## src/sct_pkg.sv

```systemverilog
// ----------------------------------------------------------------------------
// sct_pkg
// Token kinds, scan modes and character classes of the s-expression tokenizer.
// ----------------------------------------------------------------------------
package sct_pkg;

   localparam int CHAR_WIDTH       = 8;
   localparam int KIND_WIDTH       = 4;
   localparam int VALUE_WIDTH      = 64;
   localparam int FRAC_VALUE_WIDTH = 60;
   localparam int FRAC_COUNT_WIDTH = 5;

   // token kinds
   localparam logic [KIND_WIDTH-1:0] KIND_LPAREN = 4'd0;
   localparam logic [KIND_WIDTH-1:0] KIND_RPAREN = 4'd1;
   localparam logic [KIND_WIDTH-1:0] KIND_LBRACK = 4'd2;
   localparam logic [KIND_WIDTH-1:0] KIND_RBRACK = 4'd3;
   localparam logic [KIND_WIDTH-1:0] KIND_LBRACE = 4'd4;
   localparam logic [KIND_WIDTH-1:0] KIND_RBRACE = 4'd5;
   localparam logic [KIND_WIDTH-1:0] KIND_COLON  = 4'd6;
   localparam logic [KIND_WIDTH-1:0] KIND_STAR   = 4'd7;
   localparam logic [KIND_WIDTH-1:0] KIND_INT32  = 4'd8;
   localparam logic [KIND_WIDTH-1:0] KIND_INT64  = 4'd9;
   localparam logic [KIND_WIDTH-1:0] KIND_FRAC   = 4'd10;
   localparam logic [KIND_WIDTH-1:0] KIND_SYM    = 4'd11;
   localparam logic [KIND_WIDTH-1:0] KIND_ERROR  = 4'd12;
   localparam logic [KIND_WIDTH-1:0] KIND_DONE   = 4'd13;

   // request function codes
   localparam logic FUNC_CHAR = 1'b0;
   localparam logic FUNC_END  = 1'b1;

   // integers at or above this (top bit clear) tag as 64-bit
   localparam logic [VALUE_WIDTH-1:0] INT32_LIMIT = 64'd2147483647;

   // character codes
   localparam logic [CHAR_WIDTH-1:0] CH_HASH   = 8'h23;
   localparam logic [CHAR_WIDTH-1:0] CH_DOT    = 8'h2E;
   localparam logic [CHAR_WIDTH-1:0] CH_UNDER  = 8'h5F;
   localparam logic [CHAR_WIDTH-1:0] CH_NL     = 8'h0A;
   localparam logic [CHAR_WIDTH-1:0] CH_TAB    = 8'h09;
   localparam logic [CHAR_WIDTH-1:0] CH_CR     = 8'h0D;
   localparam logic [CHAR_WIDTH-1:0] CH_SPACE  = 8'h20;
   localparam logic [CHAR_WIDTH-1:0] CH_ZERO   = 8'h30;
   localparam logic [CHAR_WIDTH-1:0] CH_NINE   = 8'h39;
   localparam logic [CHAR_WIDTH-1:0] CH_LOW_A  = 8'h61;
   localparam logic [CHAR_WIDTH-1:0] CH_LOW_Z  = 8'h7A;
   localparam logic [CHAR_WIDTH-1:0] CH_UP_A   = 8'h41;
   localparam logic [CHAR_WIDTH-1:0] CH_UP_Z   = 8'h5A;
   localparam logic [CHAR_WIDTH-1:0] CH_LPAREN = 8'h28;
   localparam logic [CHAR_WIDTH-1:0] CH_RPAREN = 8'h29;
   localparam logic [CHAR_WIDTH-1:0] CH_LBRACK = 8'h5B;
   localparam logic [CHAR_WIDTH-1:0] CH_RBRACK = 8'h5D;
   localparam logic [CHAR_WIDTH-1:0] CH_LBRACE = 8'h7B;
   localparam logic [CHAR_WIDTH-1:0] CH_RBRACE = 8'h7D;
   localparam logic [CHAR_WIDTH-1:0] CH_COLON  = 8'h3A;
   localparam logic [CHAR_WIDTH-1:0] CH_STAR   = 8'h2A;

   // scan modes
   typedef enum logic [2:0] {
      MODE_IDLE    = 3'd0,
      MODE_COMMENT = 3'd1,
      MODE_INT     = 3'd2,
      MODE_FRAC    = 3'd3,
      MODE_SYM     = 3'd4,
      MODE_ERROR   = 3'd5
   } mode_type;

   // one-character token lookup: hit flag and kind
   typedef struct packed {
      logic                  hit;
      logic [KIND_WIDTH-1:0] kind;
   } single_type;

   function automatic single_type single_lookup(input logic [CHAR_WIDTH-1:0] c);
      single_type r;
      r.hit  = 1'b1;
      r.kind = KIND_LPAREN;
      case (c)
         CH_LPAREN: r.kind = KIND_LPAREN;
         CH_RPAREN: r.kind = KIND_RPAREN;
         CH_LBRACK: r.kind = KIND_LBRACK;
         CH_RBRACK: r.kind = KIND_RBRACK;
         CH_LBRACE: r.kind = KIND_LBRACE;
         CH_RBRACE: r.kind = KIND_RBRACE;
         CH_COLON:  r.kind = KIND_COLON;
         CH_STAR:   r.kind = KIND_STAR;
         default:   r.hit  = 1'b0;
      endcase
      return r;
   endfunction

endpackage

```

## src/sexpr_char_tokenizer_top.sv

```systemverilog
// Path: input register, then decode into the 4-entry response queue.
// Throughput: one character per cycle while the queue holds two or fewer
//   entries; a character that yields two tokens takes two beats of the
//   response port, which moves one beat per cycle while rsp_ready is high.
// Reset: synchronous; empties the queue, scan mode idle, line 1, offset 0.
// ----------------------------------------------------------------------------
// sexpr_char_tokenizer_top
// Streams characters into bracket, colon, star, number, fraction and symbol tokens,
// with comment and whitespace skipping, line and offset tracking.
// ----------------------------------------------------------------------------
module sexpr_char_tokenizer_top #(
   parameter int POS_WIDTH       = 32,
   parameter int LINE_WIDTH      = 24,
   parameter int MAX_FRAC_DIGITS = 18
) (
   input  logic                                   clock,
   input  logic                                   reset,
   // request channel
   input  logic                                   req_valid,
   output logic                                   req_ready,
   input  logic                                   req_func,
   input  logic [sct_pkg::CHAR_WIDTH-1:0]         req_ch,
   // response channel
   output logic                                   rsp_valid,
   input  logic                                   rsp_ready,
   output logic [sct_pkg::KIND_WIDTH-1:0]         rsp_kind,
   output logic signed [sct_pkg::VALUE_WIDTH-1:0] rsp_value,
   output logic [sct_pkg::FRAC_VALUE_WIDTH-1:0]   rsp_frac_value,
   output logic [sct_pkg::FRAC_COUNT_WIDTH-1:0]   rsp_frac_count,
   output logic                                   rsp_symbol_end,
   output logic [LINE_WIDTH-1:0]                  rsp_line_number,
   output logic [POS_WIDTH-1:0]                   rsp_start_pos,
   output logic [POS_WIDTH-1:0]                   rsp_end_pos,
   output logic                                   rsp_last_of_run
);

   localparam int QDEPTH = 4;
   localparam int QPTR_W = $clog2(QDEPTH);
   localparam int QCNT_W = QPTR_W + 1;

   typedef struct packed {
      logic [sct_pkg::KIND_WIDTH-1:0]       kind;
      logic [sct_pkg::VALUE_WIDTH-1:0]      value;
      logic [sct_pkg::FRAC_VALUE_WIDTH-1:0] frac_value;
      logic [sct_pkg::FRAC_COUNT_WIDTH-1:0] frac_count;
      logic                                 symbol_end;
      logic [LINE_WIDTH-1:0]                line_number;
      logic [POS_WIDTH-1:0]                 start_pos;
      logic [POS_WIDTH-1:0]                 end_pos;
      logic                                 last_of_run;
   } rsp_type;

   // input register
   logic                                  in_valid_ff, in_valid_in;
   logic                                  in_func_ff;
   logic [sct_pkg::CHAR_WIDTH-1:0]        in_ch_ff;

   // scan state
   sct_pkg::mode_type                     mode_ff, mode_in;
   logic [sct_pkg::VALUE_WIDTH-1:0]       int_ff, int_in;
   logic [sct_pkg::FRAC_VALUE_WIDTH-1:0]  frac_ff, frac_in;
   logic [sct_pkg::FRAC_COUNT_WIDTH-1:0]  fdig_ff, fdig_in;
   logic [sct_pkg::CHAR_WIDTH-1:0]        pend_ff, pend_in;
   logic [LINE_WIDTH-1:0]                 line_ff, line_in;
   logic [POS_WIDTH-1:0]                  pos_ff, pos_in;
   logic [POS_WIDTH-1:0]                  tstart_ff, tstart_in;

   // response queue
   rsp_type                               q_ff [QDEPTH];
   logic [QPTR_W-1:0]                     rd_ptr_ff, rd_ptr_in;
   logic [QPTR_W-1:0]                     wr_ptr_ff, wr_ptr_in;
   logic [QCNT_W-1:0]                     cnt_ff, cnt_in;

   // decode
   logic                                  proc;
   logic                                  pop;
   logic [sct_pkg::CHAR_WIDTH-1:0]        c;
   logic                                  c_dig, c_alpha, c_ws, c_hash, c_nl, c_dot;
   logic                                  c_symc;
   sct_pkg::single_type                   c_single;
   logic [sct_pkg::CHAR_WIDTH-1:0]        c_digit;
   logic                                  do_start;
   logic [LINE_WIDTH-1:0]                 line_adv;
   logic [POS_WIDTH-1:0]                  pos_adv;
   logic [sct_pkg::VALUE_WIDTH-1:0]       int_mac;
   logic [sct_pkg::FRAC_VALUE_WIDTH-1:0]  frac_mac;
   logic                                  int_big;

   // results of this item
   logic                                  a_v, b_v;
   rsp_type                               res_a, res_b, ent0, ent1;
   logic [1:0]                            n_res;

   // handshake: the queue takes two entries whenever it holds two or fewer
   assign pop         = rsp_valid && rsp_ready;
   assign proc        = in_valid_ff && (cnt_ff <= QCNT_W'(QDEPTH - 2));
   assign req_ready   = !in_valid_ff || proc;
   assign in_valid_in = req_ready ? req_valid : in_valid_ff;

   always_ff @(posedge clock) begin
      if (reset) begin
         in_valid_ff <= 1'b0;
      end else begin
         in_valid_ff <= in_valid_in;
      end
      if (req_valid && req_ready) begin
         in_func_ff <= req_func;
         in_ch_ff   <= req_ch;
      end
   end

   // character classes
   assign c        = in_ch_ff;
   assign c_dig    = (c >= sct_pkg::CH_ZERO) && (c <= sct_pkg::CH_NINE);
   assign c_alpha  = ((c >= sct_pkg::CH_LOW_A) && (c <= sct_pkg::CH_LOW_Z)) ||
                     ((c >= sct_pkg::CH_UP_A) && (c <= sct_pkg::CH_UP_Z));
   assign c_ws     = (c == sct_pkg::CH_SPACE) ||
                     ((c >= sct_pkg::CH_TAB) && (c <= sct_pkg::CH_CR));
   assign c_hash   = (c == sct_pkg::CH_HASH);
   assign c_nl     = (c == sct_pkg::CH_NL);
   assign c_dot    = (c == sct_pkg::CH_DOT);
   assign c_symc   = c_dig || c_alpha || (c == sct_pkg::CH_UNDER);
   assign c_single = sct_pkg::single_lookup(c);
   assign c_digit  = c - sct_pkg::CH_ZERO;

   // saturating line and offset advance
   assign line_adv = (c_nl && (line_ff != {LINE_WIDTH{1'b1}})) ?
                     line_ff + LINE_WIDTH'(1) : line_ff;
   assign pos_adv  = (pos_ff != {POS_WIDTH{1'b1}}) ? pos_ff + POS_WIDTH'(1) : pos_ff;

   // times-ten accumulate as shift and add
   assign int_mac  = (int_ff << 3) + (int_ff << 1) +
                     sct_pkg::VALUE_WIDTH'(c_digit[3:0]);
   assign frac_mac = (frac_ff << 3) + (frac_ff << 1) +
                     sct_pkg::FRAC_VALUE_WIDTH'(c_digit[3:0]);
   assign int_big  = !int_ff[sct_pkg::VALUE_WIDTH-1] && (int_ff >= sct_pkg::INT32_LIMIT);

   // the character ends the open token (if any) and starts a new one
   always_comb begin
      do_start = 1'b0;
      case (mode_ff)
         sct_pkg::MODE_COMMENT: do_start = 1'b0;
         sct_pkg::MODE_ERROR:   do_start = 1'b0;
         sct_pkg::MODE_INT:     do_start = !c_dig && !c_dot && !c_alpha;
         sct_pkg::MODE_FRAC:    do_start = !c_dig && !c_alpha;
         sct_pkg::MODE_SYM:     do_start = !c_symc;
         default:               do_start = 1'b1;
      endcase
   end

   // next scan state
   always_comb begin
      mode_in   = mode_ff;
      int_in    = int_ff;
      frac_in   = frac_ff;
      fdig_in   = fdig_ff;
      pend_in   = pend_ff;
      line_in   = line_ff;
      pos_in    = pos_ff;
      tstart_in = tstart_ff;
      if (in_func_ff == sct_pkg::FUNC_END) begin
         mode_in   = sct_pkg::MODE_IDLE;
         line_in   = {{(LINE_WIDTH-1){1'b0}}, 1'b1};
         pos_in    = '0;
         tstart_in = '0;
      end else begin
         case (mode_ff)
            sct_pkg::MODE_COMMENT: begin
               if (c_nl) begin
                  mode_in = sct_pkg::MODE_IDLE;
               end
               line_in = line_adv;
               pos_in  = pos_adv;
            end
            sct_pkg::MODE_INT: begin
               if (c_dig) begin
                  int_in  = int_mac;
                  line_in = line_adv;
                  pos_in  = pos_adv;
               end else if (c_dot) begin
                  mode_in = sct_pkg::MODE_FRAC;
                  frac_in = '0;
                  fdig_in = '0;
                  line_in = line_adv;
                  pos_in  = pos_adv;
               end else if (c_alpha) begin
                  mode_in = sct_pkg::MODE_ERROR;
               end
            end
            sct_pkg::MODE_FRAC: begin
               if (c_dig) begin
                  if (fdig_ff < sct_pkg::FRAC_COUNT_WIDTH'(MAX_FRAC_DIGITS)) begin
                     frac_in = frac_mac;
                     fdig_in = fdig_ff + sct_pkg::FRAC_COUNT_WIDTH'(1);
                  end
                  line_in = line_adv;
                  pos_in  = pos_adv;
               end else if (c_alpha) begin
                  mode_in = sct_pkg::MODE_ERROR;
               end
            end
            sct_pkg::MODE_SYM: begin
               if (c_symc) begin
                  pend_in = c;
                  line_in = line_adv;
                  pos_in  = pos_adv;
               end
            end
            default: begin
            end
         endcase
         // open a new token
         if (do_start) begin
            mode_in = sct_pkg::MODE_IDLE;
            line_in = line_adv;
            pos_in  = pos_adv;
            if (c_hash) begin
               mode_in = sct_pkg::MODE_COMMENT;
            end else if (c_single.hit) begin
               tstart_in = pos_ff;
            end else if (c_dig) begin
               tstart_in = pos_ff;
               int_in    = sct_pkg::VALUE_WIDTH'(c_digit[3:0]);
               mode_in   = sct_pkg::MODE_INT;
            end else if (!c_ws) begin
               tstart_in = pos_ff;
               pend_in   = c;
               mode_in   = sct_pkg::MODE_SYM;
            end
         end
      end
   end

   // results: a is a number or symbol character, b is a one-char token or done
   always_comb begin
      a_v   = 1'b0;
      b_v   = 1'b0;
      res_a = '0;
      res_b = '0;
      res_a.line_number = line_ff;
      res_a.start_pos   = tstart_ff;
      res_a.end_pos     = pos_ff;
      res_b.line_number = line_ff;
      case (mode_ff)
         sct_pkg::MODE_INT: begin
            a_v = (in_func_ff == sct_pkg::FUNC_END) || (!c_dig && !c_dot);
            res_a.value = int_ff;
            if ((in_func_ff == sct_pkg::FUNC_CHAR) && c_alpha) begin
               res_a.kind = sct_pkg::KIND_ERROR;
            end else begin
               res_a.kind = int_big ? sct_pkg::KIND_INT64 : sct_pkg::KIND_INT32;
            end
         end
         sct_pkg::MODE_FRAC: begin
            a_v = (in_func_ff == sct_pkg::FUNC_END) || !c_dig;
            res_a.value = int_ff;
            if ((in_func_ff == sct_pkg::FUNC_CHAR) && c_alpha) begin
               res_a.kind = sct_pkg::KIND_ERROR;
            end else begin
               res_a.kind       = sct_pkg::KIND_FRAC;
               res_a.frac_value = frac_ff;
               res_a.frac_count = fdig_ff;
            end
         end
         sct_pkg::MODE_SYM: begin
            a_v              = 1'b1;
            res_a.kind       = sct_pkg::KIND_SYM;
            res_a.value      = sct_pkg::VALUE_WIDTH'(pend_ff);
            res_a.symbol_end = (in_func_ff == sct_pkg::FUNC_END) || !c_symc;
         end
         default: begin
         end
      endcase
      if (in_func_ff == sct_pkg::FUNC_END) begin
         b_v             = 1'b1;
         res_b.kind      = sct_pkg::KIND_DONE;
         res_b.start_pos = pos_ff;
         res_b.end_pos   = pos_ff;
      end else begin
         b_v             = do_start && c_single.hit;
         res_b.kind      = c_single.kind;
         res_b.value     = sct_pkg::VALUE_WIDTH'(c);
         res_b.start_pos = pos_ff;
         res_b.end_pos   = pos_adv;
      end
   end

   // pack results into queue order
   always_comb begin
      n_res = 2'(a_v) + 2'(b_v);
      ent0  = a_v ? res_a : res_b;
      ent1  = res_b;
      ent0.last_of_run = (n_res == 2'd1);
      ent1.last_of_run = 1'b1;
   end

   // queue pointers and fill count
   always_comb begin
      rd_ptr_in = rd_ptr_ff;
      wr_ptr_in = wr_ptr_ff;
      cnt_in    = cnt_ff;
      if (pop) begin
         rd_ptr_in = rd_ptr_ff + QPTR_W'(1);
      end
      if (proc) begin
         wr_ptr_in = wr_ptr_ff + QPTR_W'(n_res);
      end
      cnt_in = cnt_ff - QCNT_W'(pop) + (proc ? QCNT_W'(n_res) : QCNT_W'(0));
   end

   always_ff @(posedge clock) begin
      if (reset) begin
         mode_ff   <= sct_pkg::MODE_IDLE;
         line_ff   <= {{(LINE_WIDTH-1){1'b0}}, 1'b1};
         pos_ff    <= '0;
         tstart_ff <= '0;
         rd_ptr_ff <= '0;
         wr_ptr_ff <= '0;
         cnt_ff    <= '0;
      end else begin
         if (proc) begin
            mode_ff   <= mode_in;
            line_ff   <= line_in;
            pos_ff    <= pos_in;
            tstart_ff <= tstart_in;
         end
         rd_ptr_ff <= rd_ptr_in;
         wr_ptr_ff <= wr_ptr_in;
         cnt_ff    <= cnt_in;
      end
   end

   // accumulators and queue entries carry no reset
   always_ff @(posedge clock) begin
      if (proc) begin
         int_ff  <= int_in;
         frac_ff <= frac_in;
         fdig_ff <= fdig_in;
         pend_ff <= pend_in;
         if (n_res != 2'd0) begin
            q_ff[wr_ptr_ff] <= ent0;
         end
         if (n_res == 2'd2) begin
            q_ff[wr_ptr_ff + QPTR_W'(1)] <= ent1;
         end
      end
   end

   // response port from queue head
   assign rsp_valid       = (cnt_ff != '0);
   assign rsp_kind        = q_ff[rd_ptr_ff].kind;
   assign rsp_value       = q_ff[rd_ptr_ff].value;
   assign rsp_frac_value  = q_ff[rd_ptr_ff].frac_value;
   assign rsp_frac_count  = q_ff[rd_ptr_ff].frac_count;
   assign rsp_symbol_end  = q_ff[rd_ptr_ff].symbol_end;
   assign rsp_line_number = q_ff[rd_ptr_ff].line_number;
   assign rsp_start_pos   = q_ff[rd_ptr_ff].start_pos;
   assign rsp_end_pos     = q_ff[rd_ptr_ff].end_pos;
   assign rsp_last_of_run = q_ff[rd_ptr_ff].last_of_run;

endmodule

```

## config.mk

```make
export PLATFORM = sky130hd
export DESIGN_NAME = sexpr_char_tokenizer_top
export DESIGN_NICKNAME = d
export VERILOG_FILES = /design/src/sct_pkg.sv /design/src/sexpr_char_tokenizer_top.sv
export SDC_FILE = /design/constraint.sdc
export NUM_CORES = 2
export LEC_CHECK = 0
export CORE_MARGIN = 5
export CORE_UTILIZATION = 65
export DETAILED_ROUTE_END_ITERATION = 10
export DONT_BUFFER_PORTS = 1
export PLACE_DENSITY = 0.9
export SYNTH_ARGS = -nofsm -noshare
export SYNTH_HDL_FRONTEND = slang
export SYNTH_SLANG_ARGS = --single-unit
```

## constraint.sdc

```tcl
create_clock -name clock -period 18.25 [get_ports clock]
set_input_delay 5.475 -clock clock [delete_from_list [all_inputs] [get_ports clock]]
set_output_delay 5.475 -clock clock [all_outputs]
set_load 0.02 [all_outputs]
```

==> reports/results.tsv <==
metric	value	unit
Synth Area in Compound Gates	20.0	%
initial antenna violation count	11	
Hold Buf Count CTS	0	
Initial Util	65.2	%
FP Rows	108	
synth unique cells	93	
final WL	164000	um
TritonRoute pass-1 iters	10	
ys async rst share	0	%
remaining antenna violation count after routing	0	
Setup Viol. Count Final	0	
core box area	86300	um2
met3 routed WL	20800	um
hold_sp	q_ff[2][0]$_SDFFE_PP1P_	
routed wl met2	76400	um
share of cells above drive strength 1	11.6	%
Via-to-Cell Ratio	7.35	
max-cap violations	0	
worst-case reg-to-reg path depth	15	
top cells by area, synth	edfxtp_1 29%, dfxtp_1 21%, a22o_1 9.8%	
R2R Setup Slk	11.40	ns
most frequent cells after synthesis	632 x a22o_1, 593 x dfxtp_1, 546 x edfxtp_1	
CP max FO	50	
RSZ-0062 raised after global routing	no	
Final period util	53.5	%
worst path arrival time	4.28	ns
ys flop type	dfxtp_1	
largest family of logic cells by synthesized area	compound AO/OA/AOI/OAI gates	
post-CTS setup repair buffer count	0	
CTS tree	done	
Startpoint Class	flop	
clk_skew	0.0383	ns
total grt overflow	0	
DR WL/cell	27.6	um
post-synth net total	5200	
Hold Path Cell Cnt	1	
final setup margin	8.49	ns
routed vias	43842	
Clock Latency Late Sink	0.74	ns
Final Hold Viols	0	
type of destination of the critical path	primary output	
# nets final	4965	
Setup CP Type	reg -> out	
Final Wtd Congestion	0.948	
Leak	21.8	nW
M1 WL	59000	um
setup TNS	0	ns
area share of and/or/nand/nor cells after synthesis	9.40	%
H-tree depth	3	
GRT Overall Usage	34.2	%
DP Wirelength	99700	um
Place WS	9.10	ns
clk slew on worst S/H paths	0.07	ns
first-pass GRT wire length	254000	um
most frequent cell after synthesis	a22o_1	
final slew viol count	0	
Die ar.	92700	um2
area delta synth->final	7.86	%
HP Class	reg -> reg	
Die H	304	um
XOR/XNOR Fraction of Synth Area	2.21	%
pin count of the biggest net entering global routing	91	
post-synthesis sequential area ratio	50.2	%
Post-Synthesis Cells	4936	
Power Dens Cells	103	nW/um2
worst ir drop on vdd	0.0999	mV
CTS Buf Count	112	
Remaining DRCs	0	
Worst Tran Pin Value	1.32	ns
Fmax achieved	102	MHz
minimum clock period	9.76	ns
outcome	complete, no violations	
YS warnings	0	
R2R Path Start	c[1]$_DFFE_PP_	
Critical Path Sink	rsp_value[7]	
Post-Syn Area	56300	um2
Ports	238	
mean post-synth cell area	11.4	um2
largest area contributor in the netlist	edfxtp_1	
top routing layer in use	met5	
Seq cells post-synth	1139	
Die X-Extent	304	um
Root Driver	clkbuf_16	
DRT iter0 DRCs	6425	
area share of the largest cell type after synthesis	29.1	%
PortBufs	0	
Critical Path RT	12.77	ns
clock sinks	1139	
capture point of the worst reg-to-reg path	q_ff[1][3]$_DFFE_PP_	
clock buffer depth	3	
relative slew slack	11.6	%
multiplexer share of the synthesized area	9.27	%
vias in the first global route	44092	
Adder-Cell Fraction of Synth Area	5.64	%
number of enable flip-flop cells after synthesis	546	
Post-CTS Resized	0	
==> routing by layer <==
layer	vias to the layer above	global-route usage [%]
met5	-	0
met4	4	16.3
met3	704	8.96
met2	3324	54.6
met1	21216	44.0
li1	18594	-
==> flip-flops by register name, indices dropped and copies added (netlist names), 5 cells and up, named ones only <==
register and flops:
pend_ff 8, tstart_ff 32, frac_ff 60, fdig_ff 5, c 8, int_ff 64
line_ff 24, q_ff 892, pos_ff 32
==> how the worst min path moves through the flow <==
| stage | endpoint |
|---|---|
| detailed placement | q_ff[2][0]$_SDFFE_PP1P_ |
| global route | q_ff[2][0]$_SDFFE_PP1P_ |
| global placement | q_ff[0][89]$_SDFFE_PP0P_ |
| finish | q_ff[2][0]$_SDFFE_PP1P_ |
| CTS | q_ff[2][0]$_SDFFE_PP1P_ |
| floorplan | q_ff[2][89]$_SDFFE_PP0P_ |
==> critical path: stages, from the launching register on <==
cell	delay [ns]
dfxtp_4	0.91
buf_4	0.92
buf_4	0.93
mux4_2	0.75
==> cells by family (layout without fill, tap and decap cells) <==
logic type / Yosys count / after routing
xor+xnor: 142 / 142
fa+ha+maj: 251 / 251
flops: 1139 / 1139
simple gates: 1098 / 1098
buf+inv: 468 / 333
mux: 242 / 242
compound gates: 1596 / 1596
other cells: 0 / 9
==> per-stage QoR <==
step	cell area (um2)	util (%)	total power, mW	hold slack (ns)	cells
floorplan	56300	-	3.64	0.420	4936
global placement	56800	65.8	3.85	0.431	5742
global route	60800	70.4	6.48	0.473	5961
finish	60800	70.4	6.28	0.464	5965
detailed placement	56800	65.8	3.87	0.450	5742
CTS	60700	70.3	6.28	0.466	5956
==> power by group <==
group / total [mW] / internal [mW] / leakage [nW] / switching [mW]
registers: 2.82 / 2.73 / 9.74 / 0.0851
logic: 1.02 / 0.372 / 10.1 / 0.649
clock network: 2.44 / 1.39 / 1.93 / 1.05
total: 6.28 / 4.50 / 21.8 / 1.78
==> layout make-up <==
cell class | count | area, um2
Antenna cell | 9 | 22.5
Clock buffer | 161 | 3280
Clock inverter | 53 | 628
Fill cell | 5509 | 25600
Inverter | 56 | 228
Multi-Input combinational cell | 3329 | 26400
Sequential cell | 1139 | 28300
Tap cell | 1155 | 1450
Timing Repair Buffer | 63 | 473
==> placed cells by master, fill, tap and decap left out, types with 17 or more instances in the layout <==
master / count
a22o_1: 632
dfxtp_1: 591
edfxtp_1: 546
a21oi_1: 332
nand2_1: 327
o21ai_0: 266
nor2_1: 266
ha_1: 246
mux4_2: 223
clkbuf_16: 117
and2_1: 114
nand3_1: 95
o22ai_1: 88
xnor2_1: 74
xor2_1: 68
buf_4: 63
a21o_1: 56
and3_1: 54
inv_1: 49
nand4_1: 48
nor3_1: 43
a31oi_1: 33
clkbuf_1: 25
o21bai_1: 22
nand2b_1: 20
or3_1: 19
nor4_1: 19
o31ai_1: 19
clkbuf_8: 19
nor2b_1: 17
Note: power is estimated with default switching activity, not from simulation.
